### src/rtl/dte_pkg.sv
// Shared constants, types and tables for the datetime to epoch seconds core.
package dte_pkg;

	localparam int YEAR_W   = 15;
	localparam int MONTH_W  = 4;
	localparam int DAY_W    = 5;
	localparam int HOUR_W   = 5;
	localparam int MIN_W    = 6;
	localparam int SEC_W    = 6;
	localparam int OFFS_W   = 12;
	localparam int TZ_W     = 11;
	localparam int EPOCH_W  = 40;
	localparam int IN_DATA_W = 56;
	localparam int NSTG     = 6;

	localparam logic [TZ_W-1:0] TZ_LIMIT_RESET = 11'd840;

	// Year biases that make the era and mod-25 arithmetic non-negative.
	localparam logic [16:0] ERA_YEAR_BIAS = 17'd16800;
	localparam logic [7:0]  ERA_BIAS      = 8'd42;
	localparam logic [16:0] Y25_BIAS      = 17'd16400;
	localparam logic [22:0] RECIP_25_A    = 23'd1311;
	localparam logic [28:0] RECIP_25_B    = 29'd5243;
	localparam logic [15:0] YEARS_ERA     = 16'd400;

	localparam logic signed [23:0] DAYS_ERA    = 24'sd146097;
	localparam logic signed [23:0] EPOCH_SHIFT = 24'sd719468;
	localparam logic signed [41:0] SECS_DAY    = 42'sd86400;
	localparam logic signed [41:0] EPOCH_MAX   = (42'sd1 <<< (EPOCH_W - 1)) - 42'sd1;
	localparam logic signed [41:0] EPOCH_MIN   = -(42'sd1 <<< (EPOCH_W - 1));

	typedef struct packed {
		logic                ok;
		logic signed [7:0]   era;
		logic [17:0]         doe;
		logic signed [18:0]  tsec;
	} cal_t;

	// Day of the March-based year on which each month starts.
	function automatic logic [8:0] doy_base(input logic [MONTH_W-1:0] m);
		logic [8:0] r;
		case (m)
			4'd3:    r = 9'd0;
			4'd4:    r = 9'd31;
			4'd5:    r = 9'd61;
			4'd6:    r = 9'd92;
			4'd7:    r = 9'd122;
			4'd8:    r = 9'd153;
			4'd9:    r = 9'd184;
			4'd10:   r = 9'd214;
			4'd11:   r = 9'd245;
			4'd12:   r = 9'd275;
			4'd1:    r = 9'd306;
			4'd2:    r = 9'd337;
			default: r = 9'd0;
		endcase
		return r;
	endfunction

	function automatic logic [DAY_W-1:0] month_len(input logic [MONTH_W-1:0] m,
			input logic leap);
		logic [DAY_W-1:0] r;
		case (m)
			4'd2:                              r = leap ? 5'd29 : 5'd28;
			4'd4, 4'd6, 4'd9, 4'd11:           r = 5'd30;
			default:                           r = 5'd31;
		endcase
		return r;
	endfunction

endpackage

### src/rtl/dte_calendar.sv
// Front stages: field checks, era split, leap test and day-of-era count.
module dte_calendar import dte_pkg::*; (
	input  logic                     clk,
	input  logic [2:0]               en,
	input  logic [YEAR_W-1:0]        year,
	input  logic [MONTH_W-1:0]       month,
	input  logic [DAY_W-1:0]         day,
	input  logic [HOUR_W-1:0]        hour,
	input  logic [MIN_W-1:0]         minute,
	input  logic [SEC_W-1:0]         second,
	input  logic signed [OFFS_W-1:0] offset_minutes,
	input  logic [TZ_W-1:0]          tz_limit,
	output cal_t                     cal_s3
);

	// stage 1
	logic [16:0] ym1_w, x400_w, x25_w;
	logic [22:0] p400_w;
	logic [28:0] p25_w;
	logic signed [12:0] offs_x_w, lim_x_w;
	logic tz_ok_w, pre_ok_w;

	logic [15:0]              x400_s1, x25_s1;
	logic [6:0]               q400_s1;
	logic [10:0]              q25_s1;
	logic [3:0]               ylo_s1;
	logic [MONTH_W-1:0]       month_s1;
	logic [DAY_W-1:0]         day_s1;
	logic [HOUR_W-1:0]        hour_s1;
	logic [MIN_W-1:0]         minute_s1;
	logic [SEC_W-1:0]         second_s1;
	logic signed [OFFS_W-1:0] offs_s1;
	logic                     ok_s1;

	assign ym1_w  = {{2{year[YEAR_W-1]}}, year} - 17'(month <= 4'd2);
	assign x400_w = ym1_w + ERA_YEAR_BIAS;
	assign x25_w  = {{2{year[YEAR_W-1]}}, year} + Y25_BIAS;
	// exact floor division by 400 and by 25 via reciprocals over the biased range
	assign p400_w = 23'(x400_w[15:4]) * RECIP_25_A;
	assign p25_w  = 29'(x25_w[15:0]) * RECIP_25_B;

	assign offs_x_w = 13'(offset_minutes);
	assign lim_x_w  = $signed({2'b00, tz_limit});
	assign tz_ok_w  = (offs_x_w <= lim_x_w) && (offs_x_w >= -lim_x_w);
	assign pre_ok_w = (month >= 4'd1) && (month <= 4'd12) && (hour <= 5'd23)
		&& (minute <= 6'd59) && (second <= 6'd59) && tz_ok_w;

	always_ff @(posedge clk) begin
		if (en[0]) begin
			x400_s1   <= x400_w[15:0];
			x25_s1    <= x25_w[15:0];
			q400_s1   <= p400_w[21:15];
			q25_s1    <= p25_w[27:17];
			ylo_s1    <= year[3:0];
			month_s1  <= month;
			day_s1    <= day;
			hour_s1   <= hour;
			minute_s1 <= minute;
			second_s1 <= second;
			offs_s1   <= offset_minutes;
			ok_s1     <= pre_ok_w;
		end
	end

	// stage 2
	logic [15:0] r400_w;
	logic        z25_w, leap_w, day_ok_w;
	logic [DAY_W-1:0] mlen_w;

	logic signed [7:0]  era_s2;
	logic [8:0]         yoe_s2, doy_s2;
	logic [16:0]        tod_s2;
	logic signed [17:0] o60_s2;
	logic               ok_s2;

	assign r400_w   = x400_s1 - 16'(q400_s1) * YEARS_ERA;
	assign z25_w    = (x25_s1 == 16'(q25_s1) * 16'd25);
	assign leap_w   = ((ylo_s1[1:0] == 2'd0) && !z25_w) || ((ylo_s1 == 4'd0) && z25_w);
	assign mlen_w   = month_len(month_s1, leap_w);
	assign day_ok_w = (day_s1 != 5'd0) && (day_s1 <= mlen_w);

	always_ff @(posedge clk) begin
		if (en[1]) begin
			era_s2 <= $signed(8'(q400_s1) - ERA_BIAS);
			yoe_s2 <= r400_w[8:0];
			doy_s2 <= doy_base(month_s1) + 9'(day_s1) - 9'd1;
			tod_s2 <= 17'(hour_s1) * 17'd3600 + 17'(minute_s1) * 17'd60 + 17'(second_s1);
			o60_s2 <= 18'(offs_s1) * 18'sd60;
			ok_s2  <= ok_s1 && day_ok_w;
		end
	end

	// stage 3
	logic [1:0] c100_w;

	always_comb begin
		if (yoe_s2 >= 9'd300)
			c100_w = 2'd3;
		else if (yoe_s2 >= 9'd200)
			c100_w = 2'd2;
		else if (yoe_s2 >= 9'd100)
			c100_w = 2'd1;
		else
			c100_w = 2'd0;
	end

	always_ff @(posedge clk) begin
		if (en[2]) begin
			cal_s3.ok   <= ok_s2;
			cal_s3.era  <= era_s2;
			cal_s3.doe  <= 18'(yoe_s2) * 18'd365 + 18'(yoe_s2[8:2]) - 18'(c100_w)
				+ 18'(doy_s2);
			cal_s3.tsec <= $signed({2'b00, tod_s2}) - 19'(o60_s2);
		end
	end

endmodule

### src/rtl/dte_scale.sv
// Back stages: day count, scaling to seconds, offset add and saturation.
module dte_scale import dte_pkg::*; (
	input  logic               clk,
	input  logic [2:0]         en,
	input  cal_t               cal_s3,
	output logic               ok_s6,
	output logic [EPOCH_W-1:0] epoch_s6
);

	logic signed [23:0] days_s4;
	logic signed [18:0] tsec_s4, tsec_s5;
	logic               ok_s4, ok_s5;
	logic signed [41:0] prod_s5;
	logic signed [41:0] sum_w;

	always_ff @(posedge clk) begin
		if (en[0]) begin
			days_s4 <= 24'($signed(cal_s3.era)) * DAYS_ERA + $signed(24'(cal_s3.doe))
				- EPOCH_SHIFT;
			tsec_s4 <= cal_s3.tsec;
			ok_s4   <= cal_s3.ok;
		end
	end

	always_ff @(posedge clk) begin
		if (en[1]) begin
			prod_s5 <= 42'(days_s4) * SECS_DAY;
			tsec_s5 <= tsec_s4;
			ok_s5   <= ok_s4;
		end
	end

	assign sum_w = prod_s5 + 42'(tsec_s5);

	always_ff @(posedge clk) begin
		if (en[2]) begin
			ok_s6 <= ok_s5;
			if (!ok_s5)
				epoch_s6 <= '0;
			else if (sum_w > EPOCH_MAX)
				epoch_s6 <= EPOCH_MAX[EPOCH_W-1:0];
			else if (sum_w < EPOCH_MIN)
				epoch_s6 <= EPOCH_MIN[EPOCH_W-1:0];
			else
				epoch_s6 <= sum_w[EPOCH_W-1:0];
		end
	end

endmodule

### src/rtl/datetime_to_epoch_seconds_core.sv
// Top level: stream ports, timezone limit register and pipeline control.
//
// Converts a calendar date and time with a timezone offset into signed Unix
// epoch seconds and flags items whose fields are out of range (result zero).
// One item per clock enters unless back-pressure stalls it, and passes the
// six register stages: field checks and reciprocal divides, era split and
// leap test, day-of-era sum, day count multiply, scaling to seconds, then
// offset add with saturation into the output register. Every stage holds
// its own valid bit, so bubbles close up under back-pressure and a new item
// is taken while a finished result waits at the output if a stage is empty.
module datetime_to_epoch_seconds_core import dte_pkg::*; (
	input  logic                 clk,
	input  logic                 arst_n,
	input  logic                 s_tvalid,
	output logic                 s_tready,
	// year[14:0], month[18:15], day[23:19], hour[28:24], minute[34:29],
	// second[40:35], offset_minutes[52:41], zero pad[55:53]
	input  logic [IN_DATA_W-1:0] s_tdata,
	output logic                 m_tvalid,
	input  logic                 m_tready,
	// epoch_seconds[39:0]
	output logic [EPOCH_W-1:0]   m_tdata,
	// valid_res[0]
	output logic                 m_tuser,
	input  logic                 cfg_valid,
	output logic                 cfg_ready,
	input  logic [TZ_W-1:0]      cfg_data
);

	logic [NSTG-1:0] vld_q;
	logic [NSTG-1:0] en;
	logic [TZ_W-1:0] tz_limit_q;
	cal_t            cal_s3;

	assign cfg_ready = 1'b1;

	always_ff @(posedge clk or negedge arst_n) begin
		if (!arst_n)
			tz_limit_q <= TZ_LIMIT_RESET;
		else if (cfg_valid)
			tz_limit_q <= cfg_data;
	end

	// a stage may load when it is empty or the stage after it loads
	always_comb begin
		en[NSTG-1] = !vld_q[NSTG-1] || m_tready;
		for (int i = NSTG - 2; i >= 0; i--)
			en[i] = !vld_q[i] || en[i+1];
	end

	always_ff @(posedge clk or negedge arst_n) begin
		if (!arst_n) begin
			vld_q <= '0;
		end else begin
			if (en[0])
				vld_q[0] <= s_tvalid;
			for (int i = 1; i < NSTG; i++)
				if (en[i])
					vld_q[i] <= vld_q[i-1];
		end
	end

	assign s_tready = en[0];
	assign m_tvalid = vld_q[NSTG-1];

	dte_calendar u_cal (
		.clk            (clk),
		.en             (en[2:0]),
		.year           (s_tdata[14:0]),
		.month          (s_tdata[18:15]),
		.day            (s_tdata[23:19]),
		.hour           (s_tdata[28:24]),
		.minute         (s_tdata[34:29]),
		.second         (s_tdata[40:35]),
		.offset_minutes ($signed(s_tdata[52:41])),
		.tz_limit       (tz_limit_q),
		.cal_s3         (cal_s3)
	);

	dte_scale u_scale (
		.clk      (clk),
		.en       (en[5:3]),
		.cal_s3   (cal_s3),
		.ok_s6    (m_tuser),
		.epoch_s6 (m_tdata)
	);

endmodule

### config.mk
export PLATFORM = sky130hd
export DESIGN_NAME = datetime_to_epoch_seconds_core
export DESIGN_NICKNAME = d
export VERILOG_FILES = /design/src/rtl/dte_pkg.sv /design/src/rtl/dte_calendar.sv /design/src/rtl/dte_scale.sv /design/src/rtl/datetime_to_epoch_seconds_core.sv
export SDC_FILE = /design/constraint.sdc
export NUM_CORES = 2
export LEC_CHECK = 0
export BUFFER_PORTS_ARGS = -buffer_cell sky130_fd_sc_hd__buf_2
export CAP_MARGIN = 20
export CORE_UTILIZATION = 35
export CTS_BUF_LIST = sky130_fd_sc_hd__clkbuf_2
export CTS_CLUSTER_DIAMETER = 100
export DETAILED_ROUTE_END_ITERATION = 8
export MAX_ROUTING_LAYER = met4
export PLACE_DENSITY = 0.63
export SLEW_MARGIN = 0
export SYNTH_ARGS = -nofsm -noshare
export SYNTH_HDL_FRONTEND = slang
export SYNTH_SLANG_ARGS = --single-unit
### constraint.sdc
create_clock -name clk -period 6.4 [get_ports clk]
set_input_delay 1.28 -clock clk [delete_from_list [all_inputs] [get_ports clk]]
set_output_delay 1.28 -clock clk [all_outputs]
set_load 0.02 [all_outputs]
==> results.yml <==
outcome:
  status: "finished with violations"
  violations: "setup timing"
setup_path:
  cpMaxStageDelayCell: "fa_1"
  critPathKind: "in -> reg"
  crit_required_ns: 7.15
  slowest_delay_ns: 0.55
  arrival_ns: 7.73
  cp-end-kind: "flop"
  worstSetupStartpointType: "primary input"
  cp_max_fo: 3
  r2r_setup_slack_ns: 0.54
clock_tree:
  cts.sinks: 354
  insertion_delay_ns: 1.03
  clockBufferDepth: 3
  cts_buffers: 92
  h-tree-depth: 3
  cts_tree: "yes"
  clk_pin_slew_ns: 0.11
  cts_root_buf: "clkbuf_2"
detailed_routing:
  firstDrtPassIters: 5
  viasPerCell: 4.50
  drtAntennaViolNets: 0
  vias: 23000
  drt_iter0_markers: 845
  wirelength_um: 66500
  route.detailed.drc: 0
  wl_per_cell_um: 13.0
synth:
  synth_edf_count: 328
  yosysWarnings: 0
  seq_area_frac_synth_pct: 29.1
  synth_top_area_cell: "edfxtp_1"
  synth_top_area_share_pct: 27.4
  syn_area_mm2: 0.0359
  ys_ff_latch: 354
  yosysMostFrequentCell: "inv_1"
  synth_ff_type: "edfxtp_1"
  avgSynthCellArea_um2: 10.9
  synthTopCellsByCount: "inv_1 (756), ha_1 (687), edfxtp_1 (328)"
  synth_cell_types: 75
  synth_cells: 3301
  ys_async_sr_fraction_pct: 4.80
  syn_nets: 4380
  synthTopCellsByArea: "edfxtp_1 (27%), ha_1 (24%), fa_1 (18%)"
placed_design:
  dp_slack_ns: -2.01
  place_hpwl_um: 56600
  place_congestion: 0.895
  io_buffers: 111
  placed_area_mm2: 0.0396
  post-place-cells: 4938
sta:
  max_freq_mhz: 143
  hold_viol: 0
  rsz0062_at_grt: "true"
  setup_tns_ns: -3.17
  worst_slack_ns: -0.584
  drv_slew: 0
  min_period_ns: 6.98
  slew_headroom_pct: 36.1
  finalCritPeriodShare_pct: 109
  setup_viol: 7
  fin_worst_skew_ns: 0.0607
  worst_pin_slew_ns: 0.958
die:
  num_io_pins: 116
  dieWidth_um: 322
  die_h_um: 322
  die_area_mm2: 0.104
  initial_core_util_pct: 35.3
  std_cell_rows: 117
  core-area_mm2: 0.102
cells_and_area:
  syn_to_final_growth_pct: 13.2
  final_layout_size_suffix_gt1_share_pct: 13.7
  stdcell_area_mm2: 0.0407
  nets: 4758
  fillCellCount: 9862
  layout.cells.non_filler: 5120
grt:
  antenna_found_initial: 3
  grt_use_total_pct: 13.7
  grt_pass1_vias: 24200
  grt_max_degree: 56
  grt_pass1_wl_um: 114000
  global_route.overflow_total: 0
hold_path:
  hp-class: "in -> async"
job:
  maxCapViolCount: 0
final cells by class:
type                       count  area, µm²  share of cell area (%)
antenna                        4       10.0                  0.0246
sequential                   354      10500                    25.7
inverter                     756       2840                    6.97
clock inverter                34        196                   0.483
multi-input combinational   2178      22800                    56.1
clock buffer                 129        646                    1.59
tap                         1368       1710                    4.20
timing repair buffer         297       2010                    4.95
kinds of logic after synthesis:
| group | count (synthesis) | synth area share, % |
|---|---|---|
| fa+ha+maj | 1007 | 41.7 |
| buf+inv | 769 | 8.08 |
| compound gates | 510 | 9.46 |
| simple gates | 416 | 5.63 |
| flops | 354 | 29.1 |
| xor+xnor | 234 | 5.70 |
| mux | 10 | 0.285 |
| other cells | 1 | 0.0104 |
placed cells by master, fill, tap and decap left out, types with 6 or more instances in the layout:
master / netlist / layout
nand3_1: 38 / 36
o21a_1: 37 / 37
clkbuf_2: 0 / 129
nor4_1: 9 / 9
ha_1: 687 / 683
mux2i_1: 8 / 8
inv_1: 756 / 747
xnor2_2: 0 / 8
o211ai_1: 13 / 13
a211oi_1: 21 / 17
dfxtp_1: 9 / 9
or3_1: 12 / 12
fa_1: 320 / 318
buf_2: 4 / 108
xor2_1: 49 / 48
nand2b_1: 18 / 18
a21o_1: 99 / 99
a2111o_1: 7 / 7
o21bai_1: 35 / 34
a21oi_1: 130 / 124
edfxtp_1: 328 / 328
inv_2: 0 / 13
nor2b_1: 21 / 21
and3_1: 17 / 17
nor3_1: 34 / 34
nand2_1: 103 / 101
xnor2_1: 185 / 177
o21ai_0: 86 / 86
buf_4: 1 / 181
or2_2: 6 / 6
a21boi_0: 8 / 8
a31oi_1: 11 / 9
nand4_1: 14 / 14
and2_1: 13 / 13
clkinv_1: 0 / 21
dfrtp_1: 13 / 13
nor2_1: 110 / 108
a21oi_2: 0 / 6
what timing repair did:
item | 4_1_cts | 5_1_grt
buffers inserted | 13 | 5
endpoints found under the setup margin | 7 | 7
gates resized for setup | 14 | 8
pin swaps | 31 | 13
hold buffers | 0 | 0
layer usage:
metal | up-vias | part of all wire [%] | track usage (%)
met1 | 10800 | 47 | 16.8
met4 | 0 | 2.6 | 4.53
li1 | 11900 | - | -
met5 | - | 0 | -
met2 | 246 | 48 | 23.3
met3 | 97 | 2.4 | 1.83
critical path, delay by kind of cell:
kind,cells,cell delay [ns]
buffers and inverters,8,0.78
adder cells (fa/ha/maj),8,2.84
XOR/XNOR,2,0.16
AO/OA/AOI/OAI,16,2.68
worst paths after layout:
path	depth (start not counted)	end	startpoint
setup / recovery	34	u_cal.q400_s1[5]	s_tdata[15]
hold / removal	1	vld_q[3]	arst_n
setup reg to reg	25	u_cal.cal_s3[36]	u_cal.yoe_s2[3]
hold reg to reg	0	u_scale.tsec_s5[7]	u_scale.tsec_s4[7]
max in group asynchronous	1	tz_limit_q[9]	arst_n
min in group clk	0	u_scale.tsec_s5[7]	u_scale.tsec_s4[7]
through the flow:
step / util, % / hold slack, ns
2_1_floorplan: - / 0.400
3_3_place_gp: 39.0 / 0.403
3_5_place_dp: 39.0 / 0.405
4_1_cts: 40.0 / 0.0387
5_1_grt: 40.0 / 0.0583
6_report: 40.0 / 0.208
sequential cells by signal, indices dropped and copies added, names as in the netlist, 4 cells and up, named ones only:
name,cells
u_cal.x25_s1,13
u_cal.day_s1,5
u_cal.second_s1,6
u_cal.tod_s2,17
u_cal.doy_s2,9
u_cal.minute_s1,6
u_cal.q400_s1,7
u_scale.prod_s5,35
u_scale.tsec_s4,19
u_cal.offs_s1,12
vld_q,6
u_cal.cal_s3,46
u_cal.era_s2,8
u_scale.days_s4,24
u_cal.o60_s2,16
tz_limit_q,11
u_cal.yoe_s2,9
u_scale.epoch_s6,40
u_cal.hour_s1,5
u_scale.tsec_s5,19
u_cal.q25_s1,11
u_cal.x400_s1,9
u_cal.month_s1,4
Power is not shown: default switching activity piles up to over one toggle a cycle in this logic, so the estimate is an artifact.
